==> src/sv/pidc_pkg.sv <==
// ----------------------------------------------------------------------------
// pidc_pkg
// Types, constants and saturation helpers of the PID position loop.
// ----------------------------------------------------------------------------
`default_nettype none

package pidc_pkg;

    localparam int DATA_W = 32;
    localparam int STEP_W = 31;
    localparam int MUL_W  = 33;
    localparam int PROD_W = 64;
    localparam int FRAC_W = 16;
    localparam int FL_W   = PROD_W - FRAC_W;
    localparam int ACC_W  = 50;
    localparam int ADDR_W = 5;

    localparam logic [2:0] REG_PROP_GAIN  = 3'd0;
    localparam logic [2:0] REG_INTEG_GAIN = 3'd1;
    localparam logic [2:0] REG_DERIV_GAIN = 3'd2;
    localparam logic [2:0] REG_STEP_TIME  = 3'd3;
    localparam logic [2:0] REG_LIMIT_LOW  = 3'd4;
    localparam logic [2:0] REG_LIMIT_HIGH = 3'd5;

    localparam logic [DATA_W-1:0] RST_PROP_GAIN  = 32'sd9830;
    localparam logic [DATA_W-1:0] RST_INTEG_GAIN = 32'sd393;
    localparam logic [DATA_W-1:0] RST_DERIV_GAIN = 32'sd4391;
    localparam logic [STEP_W-1:0] RST_STEP_TIME  = 31'd164;
    localparam logic [DATA_W-1:0] RST_LIMIT_LOW  = -32'sd1638400;
    localparam logic [DATA_W-1:0] RST_LIMIT_HIGH = 32'sd1638400;

    typedef struct packed {
        logic signed [DATA_W-1:0] prop_gain;
        logic signed [DATA_W-1:0] integ_gain;
        logic signed [DATA_W-1:0] deriv_gain;
        logic        [STEP_W-1:0] step_time;
        logic signed [DATA_W-1:0] limit_low;
        logic signed [DATA_W-1:0] limit_high;
    } cfg_t;

    // Saturate a floored product to the signed 32-bit range
    function automatic logic signed [DATA_W-1:0] sat32(input logic signed [FL_W-1:0] x);
        logic signed [FL_W-1:0] max_v;
        logic signed [FL_W-1:0] min_v;
        max_v = {{(FL_W-DATA_W+1){1'b0}}, {(DATA_W-1){1'b1}}};
        min_v = {{(FL_W-DATA_W+1){1'b1}}, {(DATA_W-1){1'b0}}};
        if (x > max_v)
            sat32 = max_v[DATA_W-1:0];
        else if (x < min_v)
            sat32 = min_v[DATA_W-1:0];
        else
            sat32 = x[DATA_W-1:0];
    endfunction

    // High limit first, then low limit: crossed limits give the low limit
    function automatic logic signed [ACC_W-1:0] clamp_lim(
        input logic signed [ACC_W-1:0]  x,
        input logic signed [DATA_W-1:0] lo,
        input logic signed [DATA_W-1:0] hi
    );
        logic signed [ACC_W-1:0] lo_x;
        logic signed [ACC_W-1:0] hi_x;
        logic signed [ACC_W-1:0] y;
        lo_x = {{(ACC_W-DATA_W){lo[DATA_W-1]}}, lo};
        hi_x = {{(ACC_W-DATA_W){hi[DATA_W-1]}}, hi};
        y = x;
        if (y > hi_x)
            y = hi_x;
        if (y < lo_x)
            y = lo_x;
        clamp_lim = y;
    endfunction

endpackage

`default_nettype wire

==> src/sv/position_pid_clamped_integrator.sv <==
// Sequence: a control step item runs through S_MP, S_MI, S_SAT, S_MT, S_MD,
// S_AD and S_OUT, using the single 33x33 multiplier four times per step; a
// clear item goes straight to S_OUT. Both wait in S_OUT while the output is
// stalled, and in_ready is low during the sequence.
// Reset: integral cleared to zero, registers take their default values.
// ----------------------------------------------------------------------------
// position_pid_clamped_integrator
// Q16.16 PID position loop with clamped integral over one shared multiplier.
// ----------------------------------------------------------------------------
`default_nettype none

module position_pid_clamped_integrator
    import pidc_pkg::*;
(
    input  wire logic                     clk,
    input  wire logic                     rst_n,
    input  wire logic                     psel,
    input  wire logic                     penable,
    input  wire logic                     pwrite,
    input  wire logic [ADDR_W-1:0]        paddr,
    input  wire logic [DATA_W-1:0]        pwdata,
    output logic      [DATA_W-1:0]        prdata,
    output logic                          pready,
    input  wire logic                     in_valid,
    output logic                          in_ready,
    input  wire logic                     action,
    input  wire logic signed [DATA_W-1:0] target,
    input  wire logic signed [DATA_W-1:0] measured_pos,
    input  wire logic signed [DATA_W-1:0] measured_vel,
    output logic                          out_valid,
    input  wire logic                     out_ready,
    output logic signed [DATA_W-1:0]      drive,
    output logic signed [DATA_W-1:0]      integ_value,
    output logic signed [DATA_W-1:0]      error_value
);

    localparam logic [2:0] S_IDLE = 3'd0;
    localparam logic [2:0] S_MP   = 3'd1;
    localparam logic [2:0] S_MI   = 3'd2;
    localparam logic [2:0] S_SAT  = 3'd3;
    localparam logic [2:0] S_MT   = 3'd4;
    localparam logic [2:0] S_MD   = 3'd5;
    localparam logic [2:0] S_AD   = 3'd6;
    localparam logic [2:0] S_OUT  = 3'd7;

    cfg_t cfg;

    logic [2:0]               state_reg, state_next;
    logic                     clear_reg;
    logic signed [DATA_W-1:0] err_reg;
    logic signed [MUL_W-1:0]  nvel_reg;
    logic signed [DATA_W-1:0] ipart_reg;
    logic signed [DATA_W-1:0] integ_reg;
    logic signed [ACC_W-1:0]  acc_reg;
    logic                     out_valid_reg;
    logic signed [DATA_W-1:0] drive_reg, integ_out_reg, err_out_reg;

    logic signed [MUL_W-1:0]  op_a, op_b;
    logic signed [PROD_W-1:0] prod;
    logic signed [FL_W-1:0]   prod_fl;
    logic signed [ACC_W-1:0]  prod_x;
    logic signed [MUL_W-1:0]  diff;
    logic signed [DATA_W-1:0] err_sat;
    logic signed [ACC_W-1:0]  integ_sum;
    logic signed [ACC_W-1:0]  integ_clamp;
    logic signed [ACC_W-1:0]  drive_sum;
    logic signed [ACC_W-1:0]  drive_clamp;
    logic                     in_xfer;
    logic                     out_free;

    pidc_regs u_regs (
        .clk     (clk),
        .rst_n   (rst_n),
        .psel    (psel),
        .penable (penable),
        .pwrite  (pwrite),
        .paddr   (paddr),
        .pwdata  (pwdata),
        .prdata  (prdata),
        .pready  (pready),
        .cfg     (cfg)
    );

    pidc_mul u_mul (
        .clk  (clk),
        .op_a (op_a),
        .op_b (op_b),
        .prod (prod)
    );

    assign in_ready = (state_reg == S_IDLE);
    assign in_xfer  = in_valid && in_ready;
    assign out_free = !out_valid_reg || out_ready;

    // error with saturation to 32 bits
    assign diff = {target[DATA_W-1], target} - {measured_pos[DATA_W-1], measured_pos};
    always_comb
    begin
        if (diff[MUL_W-1] != diff[MUL_W-2])
            err_sat = diff[MUL_W-1] ? {1'b1, {(DATA_W-1){1'b0}}} : {1'b0, {(DATA_W-1){1'b1}}};
        else
            err_sat = diff[DATA_W-1:0];
    end

    // operand select for the shared multiplier
    always_comb
    begin
        case (state_reg)
            S_MP:
            begin
                op_a = {cfg.prop_gain[DATA_W-1], cfg.prop_gain};
                op_b = {err_reg[DATA_W-1], err_reg};
            end
            S_MI:
            begin
                op_a = {cfg.integ_gain[DATA_W-1], cfg.integ_gain};
                op_b = {err_reg[DATA_W-1], err_reg};
            end
            S_MT:
            begin
                op_a = {ipart_reg[DATA_W-1], ipart_reg};
                op_b = {{(MUL_W-STEP_W){1'b0}}, cfg.step_time};
            end
            S_MD:
            begin
                op_a = {cfg.deriv_gain[DATA_W-1], cfg.deriv_gain};
                op_b = nvel_reg;
            end
            default:
            begin
                op_a = '0;
                op_b = '0;
            end
        endcase
    end

    assign prod_fl     = prod[PROD_W-1:FRAC_W];
    assign prod_x      = {{(ACC_W-FL_W){prod_fl[FL_W-1]}}, prod_fl};
    assign integ_sum   = {{(ACC_W-DATA_W){integ_reg[DATA_W-1]}}, integ_reg} + prod_x;
    assign integ_clamp = clamp_lim(integ_sum, cfg.limit_low, cfg.limit_high);
    assign drive_sum   = acc_reg + {{(ACC_W-DATA_W){integ_reg[DATA_W-1]}}, integ_reg};
    assign drive_clamp = clamp_lim(drive_sum, cfg.limit_low, cfg.limit_high);

    always_comb
    begin
        state_next = state_reg;
        case (state_reg)
            S_IDLE:
            begin
                if (in_xfer)
                    state_next = action ? S_OUT : S_MP;
            end
            S_MP:  state_next = S_MI;
            S_MI:  state_next = S_SAT;
            S_SAT: state_next = S_MT;
            S_MT:  state_next = S_MD;
            S_MD:  state_next = S_AD;
            S_AD:  state_next = S_OUT;
            S_OUT:
            begin
                if (out_free)
                    state_next = S_IDLE;
            end
            default: state_next = S_IDLE;
        endcase
    end

    always_ff @(posedge clk or negedge rst_n)
    begin
        if (!rst_n)
        begin
            state_reg     <= S_IDLE;
            integ_reg     <= '0;
            out_valid_reg <= 1'b0;
        end
        else
        begin
            state_reg <= state_next;
            if (in_xfer && action)
                integ_reg <= '0;
            else if (state_reg == S_MD)
                integ_reg <= integ_clamp[DATA_W-1:0];
            if (state_reg == S_OUT && out_free)
                out_valid_reg <= 1'b1;
            else if (out_ready)
                out_valid_reg <= 1'b0;
        end
    end

    always_ff @(posedge clk)
    begin
        if (in_xfer)
        begin
            clear_reg <= action;
            err_reg   <= action ? '0 : err_sat;
            nvel_reg  <= -{measured_vel[DATA_W-1], measured_vel};
        end
        case (state_reg)
            S_MI:    acc_reg   <= prod_x;
            S_SAT:   ipart_reg <= sat32(prod_fl);
            S_AD:    acc_reg   <= acc_reg + prod_x;
            default: acc_reg   <= acc_reg;
        endcase
        if (state_reg == S_OUT && out_free)
        begin
            drive_reg     <= clear_reg ? '0 : drive_clamp[DATA_W-1:0];
            integ_out_reg <= integ_reg;
            err_out_reg   <= err_reg;
        end
    end

    assign out_valid   = out_valid_reg;
    assign drive       = drive_reg;
    assign integ_value = integ_out_reg;
    assign error_value = err_out_reg;

endmodule

`default_nettype wire

==> src/sv/pidc_mul.sv <==
// ----------------------------------------------------------------------------
// pidc_mul
// Shared signed 33x33 multiplier with a registered product.
// ----------------------------------------------------------------------------
`default_nettype none

module pidc_mul
    import pidc_pkg::*;
(
    input  wire logic                     clk,
    input  wire logic signed [MUL_W-1:0]  op_a,
    input  wire logic signed [MUL_W-1:0]  op_b,
    output logic signed [PROD_W-1:0]      prod
);

    logic signed [2*MUL_W-1:0] full;
    logic signed [PROD_W-1:0]  prod_reg;

    assign full = op_a * op_b;

    // operands stay within 2^31 in magnitude, so 64 bits hold the product
    always_ff @(posedge clk)
    begin
        prod_reg <= full[PROD_W-1:0];
    end

    assign prod = prod_reg;

endmodule

`default_nettype wire

==> src/sv/pidc_regs.sv <==
// ----------------------------------------------------------------------------
// pidc_regs
// APB configuration registers: gains, step time and output limits.
// ----------------------------------------------------------------------------
`default_nettype none

module pidc_regs
    import pidc_pkg::*;
(
    input  wire logic              clk,
    input  wire logic              rst_n,
    input  wire logic              psel,
    input  wire logic              penable,
    input  wire logic              pwrite,
    input  wire logic [ADDR_W-1:0] paddr,
    input  wire logic [DATA_W-1:0] pwdata,
    output logic      [DATA_W-1:0] prdata,
    output logic                   pready,
    output cfg_t                   cfg
);

    cfg_t       cfg_reg;
    logic       wr_en;
    logic [2:0] idx;

    assign pready = 1'b1;
    assign wr_en  = psel && penable && pwrite;
    assign idx    = paddr[ADDR_W-1:2];

    always_ff @(posedge clk or negedge rst_n)
    begin
        if (!rst_n)
        begin
            cfg_reg.prop_gain  <= RST_PROP_GAIN;
            cfg_reg.integ_gain <= RST_INTEG_GAIN;
            cfg_reg.deriv_gain <= RST_DERIV_GAIN;
            cfg_reg.step_time  <= RST_STEP_TIME;
            cfg_reg.limit_low  <= RST_LIMIT_LOW;
            cfg_reg.limit_high <= RST_LIMIT_HIGH;
        end
        else if (wr_en)
        begin
            case (idx)
                REG_PROP_GAIN:  cfg_reg.prop_gain  <= pwdata;
                REG_INTEG_GAIN: cfg_reg.integ_gain <= pwdata;
                REG_DERIV_GAIN: cfg_reg.deriv_gain <= pwdata;
                REG_STEP_TIME:  cfg_reg.step_time  <= pwdata[STEP_W-1:0];
                REG_LIMIT_LOW:  cfg_reg.limit_low  <= pwdata;
                REG_LIMIT_HIGH: cfg_reg.limit_high <= pwdata;
                default:        cfg_reg <= cfg_reg;
            endcase
        end
    end

    always_comb
    begin
        case (idx)
            REG_PROP_GAIN:  prdata = cfg_reg.prop_gain;
            REG_INTEG_GAIN: prdata = cfg_reg.integ_gain;
            REG_DERIV_GAIN: prdata = cfg_reg.deriv_gain;
            REG_STEP_TIME:  prdata = {1'b0, cfg_reg.step_time};
            REG_LIMIT_LOW:  prdata = cfg_reg.limit_low;
            REG_LIMIT_HIGH: prdata = cfg_reg.limit_high;
            default:        prdata = '0;
        endcase
    end

    assign cfg = cfg_reg;

endmodule

`default_nettype wire

==> config.mk <==
export PLATFORM = sky130hd
export DESIGN_NAME = position_pid_clamped_integrator
export DESIGN_NICKNAME = d
export VERILOG_FILES = /design/src/sv/pidc_pkg.sv /design/src/sv/position_pid_clamped_integrator.sv /design/src/sv/pidc_mul.sv /design/src/sv/pidc_regs.sv
export SDC_FILE = /design/constraint.sdc
export NUM_CORES = 2
export LEC_CHECK = 0
export BUFFER_PORTS_ARGS = -buffer_cell sky130_fd_sc_hd__clkbuf_2
export CORE_ASPECT_RATIO = 1.25
export CORE_MARGIN = 1.5
export CORE_UTILIZATION = 40
export DETAILED_ROUTE_END_ITERATION = 6
export PLACE_DENSITY = 0.61
export RECOVER_POWER = 25
export SYNTH_ARGS = -nofsm -noshare
export SYNTH_HDL_FRONTEND = slang
export SYNTH_SLANG_ARGS = --single-unit
==> constraint.sdc <==
create_clock -name clk -period 18.3 [get_ports clk]
set_input_delay 2.745 -clock clk [delete_from_list [all_inputs] [get_ports clk]]
set_output_delay 2.745 -clock clk [all_outputs]
set_load 0.02 [all_outputs]
==> impl_metrics.ini <==
[synthesis]
synth_adder_area_share_pct = 40.43
yosysTopAreaCellShare_pct = 30.44
synthArstFlopShare_pct = 43.74
synth.yosys.seq_area_share_pct = 19.23
synth.distinct_cells = 107
synthesis.nets = 9608
synth_most_common_cell = inv_1
yosys.area_share.simple_pct = 12.68
synth_area_leaders = fa_1 30%, edfxtp_1 10%, ha_1 10%, dfrtp_1 6.5%, inv_1 6.4%
yosys.area.top_type = fa_1
synth_ff_type = edfxtp_1
synth.area.mux_share_pct = 3.625
yosys_warnings = 0
yosys-top-cells-count = 1238 x inv_1, 1108 x fa_1, 847 x nand2_1
syn_area_sq_um = 72870
synth_compound_area_share_pct = 12.71
synth_top_family_by_area = adder cells
ys_seq_elements = 519
synth_edf_count = 244
postSynthCellCount = 7777
synth-xor-area-share_pct = 2.969
postSynthAreaPerCell_sq_um = 9.370

[final_layout]
drive_gt1_share_pct = 10.51
fillers = 17520
area.sequential_sq_um = 14020
synthToLayoutAreaGrowth_pct = 8.735
largest_reg_flops = 191
num_antenna_cells = 0
nets = 9719
multiInputGateArea_sq_um = 53070

[placement]
gp_congestion = 0.9872
hpwlAfterDp_um = 206000
numPortBuffers = 268

[sta]
tightest_slew_ns = 5.411
maxSlewViolCount = 395
fin_setup_tns_ns = 0
clock.fmax_mhz = 68.37
hold_violations = 0
min_period_ns = 14.63
rsz0062_at_grt = no
slew_headroom_pct = -260.7
setup_viol = 0
fin_skew_ns = 0.04844
period_share_pct = 79.92

[clocking]
clock-sinks = 519
cts_hold_buf = 0
clk_latency_ns = 0.69
cts_tree = yes
cts_buffers = 57
clockBufferDepth = 3
htreeDepth = 2
clkTransAtPathRegs_ns = 0.07
cts_setup_buffers = 0
cts_root_buf = clkbuf_16
cts_resized = 0

[worst_hold_path]
holdPathStages = 0
hp-class = reg -> reg
hp-start = err_reg[26]

[setup_path]
cp-start-kind = flip-flop
cp.required_ns = 18.84
cp-end-kind = flip-flop
critical_path.slowest_cell = clkbuf_1
crit_start = state_reg[0]
cpMostUsedCell = fa_1
path_max_fanout = 57
critPathKind = reg -> reg
r2r.worst_path.cells = 31
reg2reg_from = state_reg[0]
critPathArrivalTime_ns = 15.16
slowest_delay_ns = 3.07

[grt]
grt_first_pass_wirelength_um = 383700
grt_usage_pct = 28.17
grt_max_degree = 93
grt_pass1_vias = 60160
antenna_found_initial = 11
grt_remaining_overflow = 0

[route]
firstDrtPassIters = 5
routed_wl_um = 260900
wl_per_cell_um = 25.30
drc_errors = 0
vias = 58910
ant_nets = 0
vias_per_cell = 5.712
drt_iter0_markers = 5004

[floorplan]
core_sq_um = 180500
die_w_um = 384.8
die_h_um = 480.2
num_rows = 174
io-pin-count = 272
die-area_sq_um = 184800
start_util_pct = 40.37

[outcome]
violations = max-capacitance violations, max-slew violations
status = finished, violations left

[flow_run]
maxCapViolations = 9
## metal layers
metal / vias to the layer above / GRT usage, % / part of all wire [%]
met5: - / 0 / 0.026
met4: 10 / 16.25 / 7.1
met3: 686 / 5.454 / 9.3
met2: 2794 / 44.40 / 45
met1: 29700 / 36.07 / 39
li1: 25720 / - / -
## worst max-delay path, delay by kind of cell (launching register included)
family                   cells  cell delay, ns
flip-flops                   1            1.48
XOR/XNOR                     1            0.12
buffers and inverters        7            3.83
multiplexers                 1            1.31
adder cells (fa/ha/maj)      9            4.30
AO/OA/AOI/OAI               10            2.94
AND/OR/NAND/NOR              3            0.38
## cells by family after synthesis
family / after synthesis
and+or+nand+nor: 2101
adders and majority gates: 1690
buffers and inverters: 1602
AOI/OAI and AO/OA: 1374
DFF: 519
xor gates and xnor gates: 247
muxes: 243
other: 1
## worst paths after layout
check / endpoint / slack (ns)
max: u_mul.prod[61] / 3.67
max reg2reg: u_mul.prod[61] / 3.67
max in group asynchronous: state_reg[2] / 10.79
min reg2reg: error_value[26] / 0.51
min: error_value[26] / 0.51
min in group asynchronous: integ_reg[27] / 4.04
## layout make-up
class / count / area share, %
multi-input cells: 5656 / 66.99
inverters: 1240 / 5.874
repair buffers: 414 / 3.032
clock buffers: 72 / 2.054
well taps: 2376 / 3.752
flip-flops and latches: 519 / 17.69
clock inverters: 36 / 0.6127
## placed cells by master (no fill, tap or decap), drive strengths merged, types with 50 or more instances in the layout
| cell type | instances |
|---|---|
| a22oi | 131 |
| a21oi | 264 |
| nand2 | 847 |
| o21a | 61 |
| edfxtp | 244 |
| fa | 1108 |
| nand2b | 64 |
| a21o | 243 |
| nand3 | 97 |
| nand4 | 104 |
| mux2 | 154 |
| mux2i | 88 |
| o21ai | 337 |
| inv | 1248 |
| xnor2 | 163 |
| xor2 | 84 |
| buf | 138 |
| nor2b | 56 |
| dfrtp | 190 |
| ha | 582 |
| clkbuf | 348 |
| nor2 | 699 |
| nor3 | 50 |
## per-stage QoR
step / instance area, sq um / hold WS [ns] / worst slack, ns / std cells / utilization [%]
2_1_floorplan: 72870 / 0.4262 / 7.735 / 7777 / -
3_3_place_gp: 77180 / 0.5024 / 6.541 / 10210 / 42.76
3_5_place_dp: 77180 / 0.5051 / 6.493 / 10210 / 42.76
5_1_grt: 79230 / 0.5075 / 3.212 / 10310 / 43.90
6_report: 79230 / 0.5090 / 3.674 / 10310 / 43.90
4_1_cts: 79290 / 0.5157 / 6.460 / 10310 / 43.93
Power is not shown: default switching activity piles up to over one toggle a cycle in this logic, so the estimate is an artifact.
